==> config.mk <==
export PLATFORM = sky130hd
export DESIGN_NAME = ines_nrom_sram_loader
export DESIGN_NICKNAME = d
export VERILOG_FILES = /design/src/rtl/inrl_pkg.sv /design/src/rtl/ines_nrom_sram_loader.sv /design/src/rtl/inrl_front.sv /design/src/rtl/inrl_cmd_fifo.sv /design/src/rtl/inrl_back.sv
export SDC_FILE = /design/constraint.sdc
export NUM_CORES = 1
export LEC_CHECK = 0
export BUFFER_PORTS_ARGS = -buffer_cell sky130_fd_sc_hd__buf_2
export CAP_MARGIN = 30
export CORE_MARGIN = 8
export CORE_UTILIZATION = 65
export DETAILED_ROUTE_END_ITERATION = 10
export PLACE_DENSITY = 0.92
export SLEW_MARGIN = 20
export SYNTH_ARGS = -nofsm -noshare
export SYNTH_HDL_FRONTEND = slang
export SYNTH_SLANG_ARGS = --single-unit
export TNS_END_PERCENT = 5
==> constraint.sdc <==
create_clock -name clk -period 6.5 [get_ports clk]
set_clock_uncertainty 0.05 [all_clocks]
set_input_delay 0 -clock clk [delete_from_list [all_inputs] [get_ports clk]]
set_output_delay 0 -clock clk [all_outputs]
set_load 0.05 [all_outputs]
==> src/rtl/inrl_pkg.sv <==
`timescale 1ns / 1ps
// Shared types, constants and helpers of the iNES NROM SRAM loader.
// Used by every module of the loader; depends on nothing else.
package inrl_pkg;

	localparam int unsigned PRG_BYTES = 32768;
	localparam int unsigned CHR_BYTES = 8192;
	localparam int unsigned BANK_PRG = 16384;
	localparam int unsigned BANK_CHR = 8192;
	localparam int unsigned TRAINER_LEN = 512;
	localparam int unsigned HEADER_LEN = 16;
	localparam int unsigned ADDR_W = 15;
	localparam int unsigned CNT_W = 15;
	localparam int unsigned CMD_DEPTH = 4;

	localparam int unsigned PRG_MAX_BANKS = PRG_BYTES / BANK_PRG;
	localparam int unsigned CHR_MAX_BANKS = CHR_BYTES / BANK_CHR;
	localparam bit PRG_MIRROR = (PRG_BYTES > BANK_PRG);
	localparam logic [7:0] TRAINER_FLAG = 8'h04;

	localparam logic RK_WRITE = 1'b0;
	localparam logic RK_STATUS = 1'b1;
	localparam logic KIND_BYTE = 1'b0;
	localparam logic KIND_END = 1'b1;
	localparam logic TGT_PRG = 1'b0;
	localparam logic TGT_CHR = 1'b1;

	typedef enum logic [2:0] {
		PH_HEADER,
		PH_TRAINER,
		PH_PRG,
		PH_CHR,
		PH_TAIL,
		PH_REJECTED
	} phase_t;

	typedef enum logic [1:0] {
		ST_OK,
		ST_BAD_HEADER,
		ST_NOT_NROM,
		ST_TRUNCATED
	} load_status_t;

	typedef enum logic [1:0] {
		OP_WRITE,
		OP_MIRROR,
		OP_STATUS
	} cmd_op_t;

	typedef struct packed {
		logic kind;
		logic [7:0] image_byte;
	} in_item_t;

	typedef struct packed {
		logic result_kind;
		logic target;
		logic [ADDR_W-1:0] address;
		logic [7:0] write_data;
		load_status_t status;
		logic last;
	} out_item_t;

	typedef struct packed {
		cmd_op_t op;
		logic target;
		logic [ADDR_W-1:0] address;
		logic [7:0] data;
		load_status_t status;
	} cmd_t;

	typedef struct packed {
		logic valid;
		cmd_t cmd;
	} cmd_req_t;

	function automatic logic [7:0] magic_byte(input logic [1:0] idx);
		logic [7:0] m;
		unique case (idx)
			2'd0: m = 8'h4E;
			2'd1: m = 8'h45;
			2'd2: m = 8'h53;
			default: m = 8'h1A;
		endcase
		return m;
	endfunction

endpackage

==> src/rtl/ines_nrom_sram_loader.sv <==
`timescale 1ns / 1ps
// A taken item's command is registered in the command queue, and its result then in
// the result register of the write sequencer. Throughput: one image byte per cycle
// while the command queue is not full; a mirrored PRG byte yields two results, which
// the write sequencer emits one after the other from its single result register.
// Reset: arst_n clears the header state, the command queue and the result valid flag.
module ines_nrom_sram_loader import inrl_pkg::*; (
	input logic clk,
	input logic arst_n,
	input logic push,
	output logic full,
	input in_item_t item,
	output logic empty,
	input logic pop,
	output out_item_t result
);

	logic take;
	cmd_req_t req;
	cmd_t head;
	logic q_empty;
	logic q_pop;

	assign take = push && !full;

	inrl_front u_front (
		.clk(clk),
		.arst_n(arst_n),
		.take(take),
		.item(item),
		.req(req)
	);

	inrl_cmd_fifo u_fifo (
		.clk(clk),
		.arst_n(arst_n),
		.wr(req),
		.rd_en(q_pop),
		.rd_data(head),
		.empty(q_empty),
		.full(full)
	);

	inrl_back u_back (
		.clk(clk),
		.arst_n(arst_n),
		.cmd_empty(q_empty),
		.cmd(head),
		.cmd_pop(q_pop),
		.pop(pop),
		.empty(empty),
		.result(result)
	);

endmodule

==> src/rtl/inrl_front.sv <==
`timescale 1ns / 1ps
// Front end of the loader: header parsing, phase tracking and command generation.
// Depends on inrl_pkg.
module inrl_front import inrl_pkg::*; (
	input logic clk,
	input logic arst_n,
	input logic take,
	input in_item_t item,
	output cmd_req_t req
);

	phase_t phase_q, phase_d;
	logic [CNT_W-1:0] count_q, count_d;
	logic prg_two_q, prg_two_d;
	logic chr_q, chr_d;
	logic trainer_q, trainer_d;
	logic magic_bad_q, magic_bad_d;
	logic size_bad_q, size_bad_d;
	logic [CNT_W-1:0] prg_last;
	logic [7:0] b;

	assign b = item.image_byte;
	assign prg_last = prg_two_q ? CNT_W'(2 * BANK_PRG - 1) : CNT_W'(BANK_PRG - 1);

	always_comb begin
		phase_d = phase_q;
		count_d = count_q;
		prg_two_d = prg_two_q;
		chr_d = chr_q;
		trainer_d = trainer_q;
		magic_bad_d = magic_bad_q;
		size_bad_d = size_bad_q;
		if (take) begin
			if (item.kind == KIND_END) begin
				phase_d = PH_HEADER;
				count_d = '0;
				prg_two_d = 1'b0;
				chr_d = 1'b0;
				trainer_d = 1'b0;
				magic_bad_d = 1'b0;
				size_bad_d = 1'b0;
			end else begin
				unique case (phase_q)
					PH_HEADER: begin
						if (count_q < CNT_W'(4)) begin
							if (b != magic_byte(count_q[1:0])) magic_bad_d = 1'b1;
						end else if (count_q == CNT_W'(4)) begin
							prg_two_d = (b == 8'd2);
							if (b == 8'd0 || b > 8'(PRG_MAX_BANKS)) size_bad_d = 1'b1;
						end else if (count_q == CNT_W'(5)) begin
							chr_d = (b != 8'd0);
							if (b > 8'(CHR_MAX_BANKS)) size_bad_d = 1'b1;
						end else if (count_q == CNT_W'(6)) begin
							trainer_d = (b & TRAINER_FLAG) != 8'd0;
						end
						count_d = count_q + CNT_W'(1);
						if (count_q == CNT_W'(HEADER_LEN - 1)) begin
							count_d = '0;
							if (magic_bad_q || size_bad_q) phase_d = PH_REJECTED;
							else phase_d = trainer_q ? PH_TRAINER : PH_PRG;
						end
					end
					PH_TRAINER: begin
						count_d = count_q + CNT_W'(1);
						if (count_q == CNT_W'(TRAINER_LEN - 1)) begin
							count_d = '0;
							phase_d = PH_PRG;
						end
					end
					PH_PRG: begin
						count_d = count_q + CNT_W'(1);
						if (count_q == prg_last) begin
							count_d = '0;
							phase_d = chr_q ? PH_CHR : PH_TAIL;
						end
					end
					PH_CHR: begin
						count_d = count_q + CNT_W'(1);
						if (count_q == CNT_W'(BANK_CHR - 1)) begin
							count_d = '0;
							phase_d = PH_TAIL;
						end
					end
					PH_TAIL, PH_REJECTED: begin
					end
					default: begin
					end
				endcase
			end
		end
	end

	always_comb begin
		req.valid = 1'b0;
		req.cmd.op = OP_WRITE;
		req.cmd.target = TGT_PRG;
		req.cmd.address = count_q;
		req.cmd.data = b;
		req.cmd.status = ST_OK;
		if (take) begin
			if (item.kind == KIND_END) begin
				req.valid = 1'b1;
				req.cmd.op = OP_STATUS;
				unique case (phase_q)
					PH_HEADER: req.cmd.status = ST_BAD_HEADER;
					PH_REJECTED: req.cmd.status = magic_bad_q ? ST_BAD_HEADER : ST_NOT_NROM;
					PH_TAIL: req.cmd.status = ST_OK;
					default: req.cmd.status = ST_TRUNCATED;
				endcase
			end else if (phase_q == PH_PRG) begin
				req.valid = 1'b1;
				req.cmd.op = (!prg_two_q && PRG_MIRROR) ? OP_MIRROR : OP_WRITE;
			end else if (phase_q == PH_CHR) begin
				req.valid = 1'b1;
				req.cmd.target = TGT_CHR;
			end
		end
	end

	always_ff @(posedge clk or negedge arst_n) begin
		if (!arst_n) begin
			phase_q <= PH_HEADER;
			count_q <= '0;
			prg_two_q <= 1'b0;
			chr_q <= 1'b0;
			trainer_q <= 1'b0;
			magic_bad_q <= 1'b0;
			size_bad_q <= 1'b0;
		end else begin
			phase_q <= phase_d;
			count_q <= count_d;
			prg_two_q <= prg_two_d;
			chr_q <= chr_d;
			trainer_q <= trainer_d;
			magic_bad_q <= magic_bad_d;
			size_bad_q <= size_bad_d;
		end
	end

endmodule

==> src/rtl/inrl_cmd_fifo.sv <==
`timescale 1ns / 1ps
// Short command queue between the front end and the write sequencer.
// Depends on inrl_pkg.
module inrl_cmd_fifo import inrl_pkg::*; (
	input logic clk,
	input logic arst_n,
	input cmd_req_t wr,
	input logic rd_en,
	output cmd_t rd_data,
	output logic empty,
	output logic full
);

	localparam int unsigned PTR_W = $clog2(CMD_DEPTH);
	localparam int unsigned CNT_FW = $clog2(CMD_DEPTH + 1);

	cmd_t mem_q [CMD_DEPTH];
	logic [PTR_W-1:0] wr_ptr_q, rd_ptr_q;
	logic [CNT_FW-1:0] fill_q;
	logic do_wr, do_rd;

	assign empty = (fill_q == '0);
	assign full = (fill_q == CNT_FW'(CMD_DEPTH));
	assign do_wr = wr.valid && !full;
	assign do_rd = rd_en && !empty;
	assign rd_data = mem_q[rd_ptr_q];

	always_ff @(posedge clk) begin
		if (do_wr) begin
			mem_q[wr_ptr_q] <= wr.cmd;
		end
	end

	always_ff @(posedge clk or negedge arst_n) begin
		if (!arst_n) begin
			wr_ptr_q <= '0;
			rd_ptr_q <= '0;
			fill_q <= '0;
		end else begin
			if (do_wr) wr_ptr_q <= wr_ptr_q + PTR_W'(1);
			if (do_rd) rd_ptr_q <= rd_ptr_q + PTR_W'(1);
			if (do_wr && !do_rd) fill_q <= fill_q + CNT_FW'(1);
			else if (do_rd && !do_wr) fill_q <= fill_q - CNT_FW'(1);
		end
	end

endmodule

==> src/rtl/inrl_back.sv <==
`timescale 1ns / 1ps
// Write sequencer: expands queued commands into SRAM write and status results.
// Depends on inrl_pkg.
module inrl_back import inrl_pkg::*; (
	input logic clk,
	input logic arst_n,
	input logic cmd_empty,
	input cmd_t cmd,
	output logic cmd_pop,
	input logic pop,
	output logic empty,
	output out_item_t result
);

	logic half_q;
	logic out_valid_q;
	out_item_t result_q;
	out_item_t next_res;
	logic produce;
	logic first_half;

	assign produce = !cmd_empty && (!out_valid_q || pop);
	assign first_half = (cmd.op == OP_MIRROR) && !half_q;
	assign cmd_pop = produce && !first_half;
	assign empty = !out_valid_q;
	assign result = result_q;

	always_comb begin
		next_res.result_kind = RK_WRITE;
		next_res.target = cmd.target;
		next_res.address = cmd.address;
		next_res.write_data = cmd.data;
		next_res.status = ST_OK;
		next_res.last = 1'b1;
		unique case (cmd.op)
			OP_STATUS: begin
				next_res.result_kind = RK_STATUS;
				next_res.target = TGT_PRG;
				next_res.address = '0;
				next_res.write_data = '0;
				next_res.status = cmd.status;
			end
			OP_MIRROR: begin
				if (half_q) next_res.address = cmd.address + ADDR_W'(BANK_PRG);
				else next_res.last = 1'b0;
			end
			default: begin
			end
		endcase
	end

	always_ff @(posedge clk) begin
		if (produce) result_q <= next_res;
	end

	always_ff @(posedge clk or negedge arst_n) begin
		if (!arst_n) begin
			half_q <= 1'b0;
			out_valid_q <= 1'b0;
		end else begin
			if (produce) half_q <= first_half;
			if (produce) out_valid_q <= 1'b1;
			else if (pop) out_valid_q <= 1'b0;
		end
	end

endmodule

# == Word level (Yosys, flattened, before mapping) ==
# Memories as Yosys holds them, arrays and structs flattened.
# Index checks and enable logic that the tools add are counted.
# word_totals
register_bits,60
input_bits,13
output_inout_bits,30
wordCells,165
memories,1
mem_bits_rw,112
# mem_list
name,words,width,read_ports,rd_clocked_by_memory_dff,write_ports,line_no,rtl
u_fifo.mem_q,4,28,1,0,1,inrl_cmd_fifo.sv:17,cmd_t mem_q [CMD_DEPTH];
# classes
reduce_logical,41
addsub,6
n_eq_ne,27
mux,69
magnitude_cmp,3
# op_table
op,n
2-to-1 mux 15 bit,7
case mux 15 bit (4 select lines),1
"== test 15 x 3 -> 1 bit, second input constant",3
2-to-1 mux 1 bit,36
2-to-1 mux 8 bit,4
2-to-1 mux 3 bit,10
case mux 15 bit (2 select lines),1
case mux 7 bit (3 select lines),1
AND reduction 6 bit,3
nonzero test 2 bit,8
"adder 15 x 1 -> 15 bit, second input constant",1
"adder 15 bit, second input constant",1
"== test 15 x 13 -> 1 bit, second input constant",1
== test 15 bit,1
"== test 15 x 4 -> 1 bit, second input constant",1
"== test 15 x 9 -> 1 bit, second input constant",1
"less-than comparator 15 x 3 -> 1 bit, second input constant",1
2-to-1 mux 2 bit,6
"inequality test 3 x 2 -> 1 bit, second input constant",4
case mux 3 bit (4 select lines),1
"== test 3 bit, second input constant",3
"== test 8 x 2 -> 1 bit, second input constant",1
"> comparator 8 x 1 -> 1 bit, second input constant",1
"> comparator 8 x 2 -> 1 bit, second input constant",1
other kinds (24),48

# == Depth between registers and ports, before layout ==
# Gate-level depths: netlist of the first run.
# logic_depth
word_depth,11
ltp_mapped,12
depth_no_buf,11

# == Hierarchy ==
# Synthesis of the first run repeated with hierarchy kept, for this count alone.
# unflattened
cells_unflattened,481
hier_area_um2,7439.6
# by_module_without_submodules
mod,instances,area_each_um2,seq_area_each_um2,cells_each
inrl_cmd_fifo,1,4456.8,3538.4,182
inrl_front,1,1783.0,575.6,224
inrl_back,1,1186.1,890.9,74
ines_nrom_sram_loader,1,13.8,0.0,1

# == Least setup slack after synthesis of the first run ==
# Ideal clock, no wire load.
# synth_path
kind,reg2reg
from,reg u_fifo.fill_q[0]
to,reg u_fifo.fill_q[1]
slack_ns,3.036
n_path_buf,0
setup_ns,0.125
t_arrival_ns,3.289
path_stages_with_launch,8
synth_period_minus_slack_ns,3.464
required_time_ns,6.325
cell_sequence,dfrtp_1 -> nor3_1 -> a21oi_1 -> nand2_1 -> ha_1 -> inv_1 -> fa_1 -> mux2_2
# synth_via
elab_chain_len,8
word_cells_on_any_way,19
cone_classes,add/sub: 2; eq/ne: 1; mux: 3; reduce/logical: 13
# synth_lines
item,line_no,rtl
start: declaration,inrl_cmd_fifo.sv:19,logic [CNT_FW-1:0] fill_q;
start signal: assignment,inrl_cmd_fifo.sv:42,if (do_wr && !do_rd) fill_q <= fill_q + CNT_FW'(1);
start signal: assignment,inrl_cmd_fifo.sv:43,else if (do_rd && !do_wr) fill_q <= fill_q - CNT_FW'(1);
zero test 3 bit (*),inrl_cmd_fifo.sv:22,assign empty = (fill_q == '0);
zero test 1 bit (*),inrl_back.sv:22,assign produce = !cmd_empty && (!out_valid_q || pop);
logical AND 1 bit (*),inrl_back.sv:22,
named net u_back.produce,inrl_back.sv:19,logic produce;
logical AND 1 bit (*),inrl_back.sv:24,assign cmd_pop = produce && !first_half;
logical AND 1 bit (*),inrl_cmd_fifo.sv:25,assign do_rd = rd_en && !empty;
zero test 1 bit,inrl_cmd_fifo.sv:42,
logical AND 1 bit,inrl_cmd_fifo.sv:42,
2-to-1 mux 3 bit or nonzero test 2 bit (tied branches),n/a,
# Mark *: on every way through the listed nets, which the timed path passes. The rest lies on a longest branch. The select of a mux whose other input is x is not followed.
# A chain may end at the register's enable or synchronous reset.

# == Final worst setup path of the first run ==
# layout_path
from,reg u_front.count_q[0]
to,reg u_front.phase_q[2]
# layout_via
elab_chain_len,3
word_cells_on_any_way,9
cone_classes,eq/ne: 8; reduce/logical: 1
# layout_lines
item,line_no,rtl
start: declaration,inrl_front.sv:13,"logic [CNT_W-1:0] count_q, count_d;"
start signal: assignment,inrl_front.sv:131,count_q <= count_d;
== test 15 bit (tied with other cells),inrl_front.sv:72,if (count_q == prg_last) begin
inequality test 3 x 2 -> 1 bit (no source line),n/a,
AND reduction 6 bit (no source line) (*),n/a,
end signal: assignment,inrl_front.sv:130,phase_q <= phase_d;
end: declaration,inrl_front.sv:12,"phase_t phase_q, phase_d;"
# Mark *: on every way between the ends. The rest lies on a longest branch, timed or not.

==> results_dict.tcl, run 1 <==
set metrics [dict create \
    outcome "complete, no violations" \
    nNetsFinal 552 \
    postSynthAreaPerCell_um2 15.6 \
    fin_setup_tns_ns 0 \
    drive_gt1_frac 0.217 \
    dieArea_um2 14800 \
    track_usage 0.225 \
    p_seq_frac 0.419 \
    start_util 0.668 \
    clk_path_buf_depth 2 \
    grt_max_degree 33 \
    final_util 0.767 \
    max_stage_delay_ns 0.58 \
    synthSimpleGateAreaFrac 0.104 \
    viasPerCell 6.63 \
    final_cell_mix "140 x edfxtp_1, 42 x buf_2, 31 x dfrtp_1" \
    cp-start-kind "register" \
    drc 0 \
    gp_congestion 0.904 \
    ys_seq_area_frac 0.688 \
    p_sw_w 0.00158 \
    cts_buffers 17 \
    path_clk_slew_ns 0.07 \
    min_period_ns 3.22 \
    r2r-end "u_front.phase_q[2]" \
    die_h_um 122 \
    hold_violations 0 \
    synth_ff_type "edfxtp_1" \
    ir_drop_mv 0.328 \
    ys_async_sr_fraction 0.186 \
    wl_per_cell_um 24.1 \
    grt_pass1_wl_um 24600 \
    stdcell_area_um2 8350 \
    synth.lib_cells_used.distinct 55 \
    io_buffers 42 \
    fillers 575 \
    rsz0062_at_grt "false" \
    hold_class "in -> async" \
    required_ns 6.93 \
    grt_antenna_before_repair 0 \
    cap_violations 0 \
    mostFrequentLayoutCell "edfxtp_1" \
    synth_nets 490 \
    setup_violations 0 \
    place_inst 632 \
    die_x_um 122 \
    p_leak_nw 3.05 \
    cp_num_buf_inv 1 \
    routed_wirelength_um 16400 \
    fmax_mhz 311 \
    crit-reg2reg-launch "u_front.count_q[0]" \
    design.core.area_um2 10900 \
    crit_fanout 10 \
    firstDrtPassIters 5 \
    slew_violations 0 \
    synthCells 465 \
    synth_fa_ha_area_frac 0.0217 \
    clock_sinks 172 \
    synth_top_family_by_area "simple AND/OR/NAND/NOR gates" \
    synth.area.mux_share 0.0940 \
    synth-seq-cells 172 \
    crit_path_end_kind "register" \
    cp_slowest_cell "dlygate4sd3_1" \
    grt-ovfl-total 0 \
    postPlaceCellArea_um2 7630 \
    fin_cells 680 \
    io_pins 43 \
    htree_levels 4 \
    syn_to_final_growth_pct 14.9 \
    syn-cell-area_um2 7270 \
    clk_latency_ns 0.54 \
    power_density_nw_per_um2 504 \
    r2r_slack_ns 3.28 \
    drt_iter0_markers 453 \
    grt_pass1_vias 4363 \
    worst_path_dominant_cell_family "compound AO/OA/AOI/OAI gates" \
    yosys_warnings 0 \
    postRouteAntennaNets 0 \
    synth_compound_area_frac 0.0537 \
    max_slew_margin 0.478 \
    path_cells "ha_1 -> nand4_1 -> nor4_1 -> a21oi_1 -> o21a_1 -> o41ai_2 -> dlygate4sd3_1" \
    power.share.switching 0.374 \
    clock-root-buffer "clkbuf_8" \
    tritoncts "built" \
    cp.arrival_ns 3.64 \
    intPower_w 0.00264 \
    combPwrFrac 0.359 \
    vias 4510 \
    fin_crit_sh 0.495 \
    dpl.hpwl_um 9230 \
    antenna_cells 0 \
    worstMarginPinSlew_ns 0.782 \
    synth-xor-area-share 0.0169 \
    rows 38 \
    r2r_cells 7 \
    critPathKind "reg -> reg" \
    synth-edff-count 140 \
    fin_hold_ws_ns 0.0536 \
    pwr-share-clk 0.222 \
]
registers in the layout, summed over array words and instances (netlist names):
register / flops
u_fifo.rd_ptr_q: 2
u_fifo.mem_q: 112
u_front.size_bad_q: 1
u_front.magic_bad_q: 1
u_back.result: 28
u_back.out_valid_q: 1
u_back.half_q: 1
u_front.count_q: 15
u_front.phase_q: 3
u_front.prg_two_q: 1
u_front.trainer_q: 1
u_front.chr_q: 1
u_fifo.wr_ptr_q: 2
u_fifo.fill_q: 3
logic make-up after synthesis:
logic type,Yosys count
adder cells (fa/ha/maj),12
flip-flops,172
buffers and inverters,40
AND/OR/NAND/NOR,138
XOR/XNOR,14
AO/OA/AOI/OAI,56
multiplexers,33
cell usage after synthesis (2+ instances only):
cell / count / share of area
a21oi_1: 11 / 0.0076
and2_1: 6 / 0.0052
and3_1: 3 / 0.0026
and4_1: 3 / 0.0036
buf_1: 3 / 0.0015
clkbuf_1: 16 / 0.0083
dfrtp_1: 32 / 0.11
edfxtp_1: 140 / 0.58
ha_1: 11 / 0.019
inv_1: 20 / 0.010
mux2_2: 2 / 0.0031
mux2i_1: 3 / 0.0041
mux4_2: 28 / 0.087
nand2_1: 29 / 0.015
nand2b_1: 4 / 0.0034
nand3_1: 14 / 0.0096
nand4_1: 8 / 0.0069
nor2_1: 14 / 0.0072
nor2b_1: 27 / 0.023
nor3_1: 6 / 0.0041
nor4_1: 4 / 0.0034
o2111ai_1: 3 / 0.0036
o211ai_1: 5 / 0.0052
o21a_1: 3 / 0.0031
o21ai_0: 11 / 0.0076
o22ai_1: 2 / 0.0017
o311ai_0: 4 / 0.0048
o31ai_1: 2 / 0.0021
or2_2: 4 / 0.0034
or3_1: 6 / 0.0052
or4_1: 5 / 0.0052
xnor2_1: 11 / 0.013
xor2_1: 3 / 0.0036
repair_timing:
| action | in CTS | in global routing |
|---|---|---|
| buffers inserted | 0 | 0 |
| resized for setup | 0 | 0 |
| hold buffers | 13 | 0 |
| endpoints found under the hold margin | 80 | 0 |
power groups by stage:
| stage | Clock (W) | Sequential [W] | Combinational (W) |
|---|---|---|---|
| 2_1_floorplan | 0 | 0.00199 | 0.000827 |
| 3_3_place_gp | 0 | 0.00177 | 0.00133 |
| 3_5_place_dp | 0 | 0.00180 | 0.00140 |
| 4_1_cts | 0.000942 | 0.00179 | 0.00143 |
| 5_1_grt | 0.000979 | 0.00179 | 0.00161 |
| 6_report | 0.000935 | 0.00176 | 0.00151 |
layout make-up:
| class | instances | area, µm² | share of cell area |
|---|---|---|---|
| multi-input combinational | 253 | 2120 | 0.254 |
| inverter | 20 | 75.1 | 0.00899 |
| clock buffer | 22 | 433 | 0.0519 |
| timing repair buffer | 63 | 433 | 0.0519 |
| sequential | 172 | 5010 | 0.600 |
| clock inverter | 10 | 103 | 0.0123 |
| tap | 140 | 175 | 0.0210 |
worst reg2reg max path, delay by kind of cell (launching register included):
kind,cells,cell delay (ns)
fa+ha+maj,1,0.36
buf+inv,1,0.58
flops,1,0.57
compound gates,3,0.90
simple gates,2,0.69
layer usage:
layer | wire [µm] | part of all wire | global-route usage
met4 | 540 | 0.033 | 0.113
met2 | 8360 | 0.51 | 0.364
met1 | 5960 | 0.36 | 0.281
met5 | 0 | 0 | 0
met3 | 1510 | 0.092 | 0.0514
through the flow:
| step | worst slack [ns] | total power, W |
|---|---|---|
| 6_report | 3.28 | 0.00421 |
| 3_3_place_gp | 3.20 | 0.00310 |
| 4_1_cts | 3.03 | 0.00416 |
| 5_1_grt | 3.04 | 0.00438 |
| 2_1_floorplan | 3.04 | 0.00282 |
| 3_5_place_dp | 3.10 | 0.00320 |
how the worst max path moves through the flow:
stage,start,to,slack (ns),cells after the start
6_report,u_front.count_q[0],u_front.phase_q[2],3.28,7
5_1_grt,u_front.count_q[1],u_front.phase_q[2],3.04,7
4_1_cts,u_fifo.rd_ptr_q[0],u_fifo.fill_q[2],3.03,11
3_5_place_dp,u_fifo.rd_ptr_q[0],u_fifo.fill_q[1],3.10,8
3_3_place_gp,u_fifo.rd_ptr_q[0],u_fifo.fill_q[1],3.20,8
2_1_floorplan,u_fifo.fill_q[0],u_fifo.fill_q[1],3.04,7
Note: power is estimated with default switching activity, not from simulation.
==> inputs of run 2 (changes only) <==
- ABC_AREA: unset -> 1
- CORE_UTILIZATION: 65 -> 61
- PLACE_DENSITY: 0.92 -> 0.88
- clock period: 6.5 -> 3.3 ns (I/O delays scaled with it)
==> results_dict.tcl, run 2 <==
set metrics [dict create \
    worst_path_dominant_cell_family "adder cells" \
    p_leak_nw 3.52 \
    fin_setup_tns_ns 0 \
    rsz0062_at_grt "false" \
    holdCritStartpoint "push" \
    mostFrequentLayoutCell "nor2_1" \
    crit_path_end_kind "register" \
    layout_setup_ws_ns 0.375 \
    path_cells "inv_2 -> nand2_1 -> a32oi_1 -> ha_1 -> nand2_1 -> nand2_1 -> ha_1 -> inv_1 -> fa_1 -> a21oi_1 -> o21ai_0 -> xor2_1" \
    dieArea_um2 16300 \
    power_density_nw_per_um2 946 \
    io_buffers 42 \
    clk_latency_ns 0.43 \
    crit_top_cell "nand2_1" \
    hold_class "in -> reg" \
    viasPerCell 5.90 \
    routed_wirelength_um 18100 \
    clock_sinks 172 \
    fmax_mhz 342 \
    cp_num_buf_inv 2 \
    final_cell_mix "141 x nor2_1, 140 x edfxtp_1, 88 x nand2_1" \
    r2r_slack_ns 0.37 \
    dp_slack_ns 0.443 \
    regMostFlops "u_fifo.mem_q" \
    outcome "complete, no violations" \
    die_x_um 128 \
    crit_fanout 19 \
    vias 5554 \
    required_ns 3.55 \
    ys_seq_area_frac 0.659 \
    clk_path_buf_depth 2 \
    design.core.area_um2 12100 \
    firstDrtPassIters 7 \
    cts_buffers 17 \
    postPlaceCellArea_um2 8010 \
    critPathKind "reg -> reg" \
    synth_ff_type "edfxtp_1" \
    cp.arrival_ns 3.18 \
    die_h_um 128 \
    synth_nets 727 \
    slew_violations 0 \
    cts_setup_buffers 0 \
    cap_violations 0 \
    drt_iter0_markers 631 \
    clock-root-buffer "clkbuf_16" \
    grt-ovfl-total 0 \
    ir_drop_mv 0.423 \
    synth.lib_cells_used.distinct 45 \
    drc 0 \
    postSynthAreaPerCell_um2 10.8 \
    stdcell_area_um2 8670 \
    hold_violations 0 \
    fin_cells 941 \
    yosys_warnings 0 \
    grt_pass1_vias 5520 \
    htree_levels 4 \
    synth-edff-count 140 \
    place_inst 898 \
    r2r-end "u_fifo.fill_q[2]" \
    cp_slowest_cell "dfrtp_1" \
    synthTopCellsByArea "edfxtp_1 55%, dfrtp_1 11%, nor2_1 7.2%" \
    wl_per_cell_um 19.2 \
    synth-seq-cells 172 \
    grt_max_degree 49 \
    track_usage 0.225 \
    min_delay_path_depth 5 \
    drive_gt1_frac 0.145 \
    nNetsFinal 784 \
    postRouteAntennaNets 0 \
    largest_reg_flops 112 \
    yosysMostFrequentCell "nor2_1" \
    worstMarginPinSlew_ns 0.804 \
    max_slew_margin 0.464 \
    gp_congestion 0.860 \
    io_pins 43 \
    min_period_ns 2.93 \
    ys_async_sr_fraction 0.186 \
    fin_crit_sh 0.886 \
    rows 40 \
    syn_to_final_growth_pct 14.2 \
    yosysTopAreaCellShare 0.554 \
    syn-cell-area_um2 7590 \
    setup_violations 0 \
    r2r_cells 12 \
    max_stage_delay_ns 0.50 \
    cts.repair.resized 0 \
    netlist_top_cells_count "145 x nor2_1, 140 x edfxtp_1, 88 x nand2_1" \
    grt_pass1_wl_um 28000 \
    start_util 0.629 \
    crit-reg2reg-launch "u_fifo.rd_ptr_q[0]" \
    synthCells 702 \
    final_util 0.719 \
    grt_antenna_before_repair 1 \
    cp-start-kind "register" \
    whs_endpoint "u_front.magic_bad_q" \
    synth_largest_area_cell "edfxtp_1" \
    dpl.hpwl_um 10800 \
    tritoncts "built" \
    path_clk_slew_ns 0.06 \
]
-- run 2: logic make-up after synthesis --
family                   after synthesis  synth area share
AND/OR/NAND/NOR                      302             0.175
flip-flops                           172             0.659
AO/OA/AOI/OAI                        116            0.0818
buffers and inverters                 83            0.0432
XOR/XNOR                              17            0.0196
adder cells (fa/ha/maj)               12            0.0208
-- run 2: timing repair --
item,CTS,global route
hold buffers,10,0
endpoints found under the hold margin,70,0
endpoints found under the setup margin,0,0
-- run 2: tightest hold or removal path: stages --
cell	delay, ns
buf_2	0.11
nand2_2	0.15
nor3_1	0.09
nand2_1	0.06
a21oi_1	0.06
-- run 2: cell type report --
| type | count | area (µm²) |
|---|---|---|
| Antenna cell | 1 | 2.50 |
| Clock buffer | 20 | 437 |
| Clock inverter | 12 | 123 |
| Fill cell | 767 | 3390 |
| Inverter | 58 | 218 |
| Multi-Input combinational cell | 447 | 2280 |
| Sequential cell | 172 | 5000 |
| Tap cell | 168 | 210 |
| Timing Repair Buffer | 63 | 393 |
-- run 2: how the worst max path moves through the flow --
stage | slack, ns | endpoint | cells past startpoint | start
global placement | 0.57 | u_fifo.fill_q[2] | 12 | u_fifo.rd_ptr_q[0]
finish | 0.37 | u_fifo.fill_q[2] | 12 | u_fifo.rd_ptr_q[0]
floorplan | 0.17 | u_fifo.fill_q[1] | 9 | u_back.out_valid_q
global route | 0.23 | u_fifo.fill_q[2] | 12 | u_fifo.rd_ptr_q[0]
CTS | 0.42 | u_fifo.fill_q[2] | 12 | u_fifo.rd_ptr_q[0]
detailed placement | 0.44 | u_fifo.fill_q[2] | 12 | u_fifo.rd_ptr_q[0]
-- run 2: per-stage QoR --
stage               total power (W)  hold slack, ns
finish                      0.00820          0.0420
global route                0.00856          0.0600
CTS                         0.00817          0.0390
detailed placement          0.00627          0.0646
global placement            0.00611          0.0581
floorplan                   0.00540          -0.346
-- run 2: routing by layer --
metal,wire length (µm),global-route usage
met1,6820,0.265
met2,9090,0.382
met4,634,0.108
met5,0,0
met3,1540,0.0545
-- run 2: power breakdown --
part / switching (W) / internal, W / leakage, nW
clock: 0.000804 / 0.00111 / 0.265
combinational: 0.00229 / 0.000804 / 1.51
sequential: 0.000204 / 0.00299 / 1.74
==> inputs of run 3 (changes only) <==
- CAP_MARGIN: 30 -> unset
- PLACE_DENSITY: 0.88 -> 0.87
- SYNTH_HIERARCHICAL: unset -> 1
==> results_dict.tcl, run 3 <==
set metrics [dict create \
    place_inst 1001 \
    synth.area.mux_share 0 \
    fin_cells 1045 \
    postRouteAntennaNets 0 \
    power_density_nw_per_um2 938 \
    fillers 907 \
    cp_slowest_cell "dfrtp_1" \
    grt_pass1_vias 5542 \
    viasPerCell 5.47 \
    routed_wirelength_um 16800 \
    worstMarginPinSlew_ns 0.817 \
    dieArea_um2 17600 \
    final_util 0.701 \
    grt-ovfl-total 0 \
    drc 0 \
    ys_seq_area_frac 0.604 \
    track_usage 0.196 \
    required_ns 3.55 \
    r2r_slack_ns 0.30 \
    hold_class "in -> async" \
    syn-cell-area_um2 8290 \
    regMostFlops "u_fifo/mem_q" \
    synthCells 811 \
    p_leak_nw 4.14 \
    synth_top_family_by_area "simple AND/OR/NAND/NOR gates" \
    worst_path_dominant_cell_family "simple AND/OR/NAND/NOR gates" \
    cp-start-kind "register" \
    tritoncts "built" \
    synth_ff_type "edfxtp_1" \
    fin_setup_tns_ns 0 \
    path_cells "inv_2 -> nand3_1 -> inv_1 -> nor2_2 -> inv_1 -> o21ai_0 -> nand2_1 -> inv_1 -> ha_1 -> inv_1 -> fa_1 -> nand2_1 -> nand3_1 -> nand2_1 -> nand2_1" \
    synth.lib_cells_used.distinct 38 \
    crit_path_end_kind "register" \
    clock-root-buffer "clkbuf_16" \
    yosysTopAreaCellShare 0.507 \
    clock_sinks 172 \
    wl_per_cell_um 16.0 \
    crit_fanout 7 \
    grt_pass1_wl_um 26900 \
    final_cell_mix "201 x nand2_1, 140 x inv_1, 140 x edfxtp_1" \
    rows 42 \
    cts.repair.resized 0 \
    yosysMostFrequentCell "nand2_1" \
    synth_fa_ha_area_frac 0.0190 \
    grt_max_degree 73 \
    ys_async_sr_fraction 0.186 \
    gp_congestion 0.884 \
    vias 5717 \
    synth-xor-area-share 0.00845 \
    syn_to_final_growth_pct 12.0 \
    cap_violations 0 \
    clk_latency_ns 0.43 \
    mostFrequentLayoutCell "nand2_1" \
    slew_violations 0 \
    die_h_um 133 \
    outcome "complete, no violations" \
    start_util 0.626 \
    r2r_cells 15 \
    r2r-end "u_fifo/fill_q[2]" \
    netlist_top_cells_count "201 x nand2_1, 140 x edfxtp_1, 140 x inv_1" \
    io_pins 43 \
    synthSimpleGateAreaFrac 0.183 \
    synth-seq-cells 172 \
    dpl.hpwl_um 10600 \
    cp.arrival_ns 3.26 \
    antenna_cells 0 \
    rsz0062_at_grt "false" \
    yosys_warnings 6 \
    largest_reg_flops 112 \
    synth-edff-count 140 \
    clk_path_buf_depth 2 \
    firstDrtPassIters 5 \
    synthTopCellsByArea "edfxtp_1 51%, dfrtp_1 9.7%, nand2_1 9.1%" \
    hold_violations 0 \
    synth_nets 836 \
    setup_violations 0 \
    io_buffers 42 \
    fin_crit_sh 0.910 \
    nNetsFinal 881 \
    cts_setup_buffers 0 \
    critPathKind "reg -> reg" \
    cts_buffers 17 \
    cp_num_buf_inv 5 \
    die_x_um 133 \
    drt_iter0_markers 541 \
    min_period_ns 3.00 \
    crit-reg2reg-launch "u_fifo/fill_q[1]" \
    max_slew_margin 0.455 \
    postSynthAreaPerCell_um2 10.2 \
    ir_drop_mv 0.511 \
    drive_gt1_frac 0.150 \
    htree_levels 4 \
    grt_antenna_before_repair 0 \
    max_stage_delay_ns 0.41 \
    synth_compound_area_frac 0.0866 \
    path_clk_slew_ns 0.06 \
    synth_largest_area_cell "edfxtp_1" \
    fmax_mhz 333 \
    design.core.area_um2 13200 \
]
[run 3: cell count changes in the layout (fill, tap and decap cells not counted), moves of 19 or more]
cell | previous run | this run
a21oi_1 | 41 | 17
inv_1 | 54 | 140
o21ai_0 | 62 | 13
o211ai_2 | 0 | 19
o211ai_1 | 1 | 37
nand2_1 | 88 | 201
nor2_1 | 141 | 63
[run 3: worst register-to-register path: cells and delay by family, from the launching register on]
kind,cells,cell delay (ns)
AND/OR/NAND/NOR,7,1.04
adder cells (fa/ha/maj),2,0.56
buffers and inverters,5,0.47
flip-flops,1,0.41
AO/OA/AOI/OAI,1,0.35
[run 3: where the power goes]
part	switching (W)	internal [W]	leakage [nW]	total, W
sequential	0.000209	0.00299	1.73	0.00320
combinational	0.00247	0.000891	2.10	0.00336
clock	0.000778	0.00138	0.312	0.00216
[run 3: logic make-up after synthesis]
group / count (synthesis)
compound gates: 92
buf+inv: 184
simple gates: 343
xor+xnor: 8
flops: 172
fa+ha+maj: 12
[run 3: how the worst max path moves through the flow]
stage	from	end	cells past startpoint	slack (ns)
detailed placement	u_fifo/fill_q[0]	u_fifo/fill_q[2]	15	0.46
global route	u_fifo/fill_q[1]	u_fifo/fill_q[2]	15	0.01
floorplan	u_fifo/fill_q[0]	u_fifo/mem_q[0][0]	8	0.05
global placement	u_fifo/rd_ptr_q[1]	u_fifo/fill_q[1]	14	0.62
finish	u_fifo/fill_q[1]	u_fifo/fill_q[2]	15	0.30
CTS	u_fifo/rd_ptr_q[1]	u_fifo/fill_q[1]	14	0.37
[run 3: stage by stage]
step                      setup slack, ns  cell area [µm²]  power (W)  hold slack (ns)
after floorplan                    0.0481             8290    0.00590           -0.346
after global placement              0.616             8530    0.00639           0.0698
after detailed placement            0.458             8530    0.00652           0.0768
after CTS                           0.365             9290    0.00874            0.159
after global routing              0.00965             9290    0.00919            0.206
final                               0.296             9290    0.00872            0.152
[run 3: what timing repair did]
action | 4_1_cts | 5_1_grt
endpoints found under the hold margin | 72 | 0
hold buffers | 12 | 0
setup endpoints to repair | 0 | 0
[run 3: cell type report]
| type | count | area, µm² | share of cell area |
|---|---|---|---|
| repair buffers | 63 | 398 | 0.0428 |
| well taps | 176 | 220 | 0.0237 |
| multi-input cells | 455 | 2480 | 0.267 |
| inverters | 147 | 553 | 0.0595 |
| flip-flops and latches | 172 | 5000 | 0.539 |
| clock inverters | 8 | 165 | 0.0178 |
| clock buffers | 24 | 472 | 0.0508 |
[run 3: layer usage]
metal	wire, µm	share of wire	track usage
met2	8510	0.51	0.340
met1	6630	0.40	0.220
met4	414	0.025	0.0852
met3	1210	0.072	0.0564
met5	0	0	0
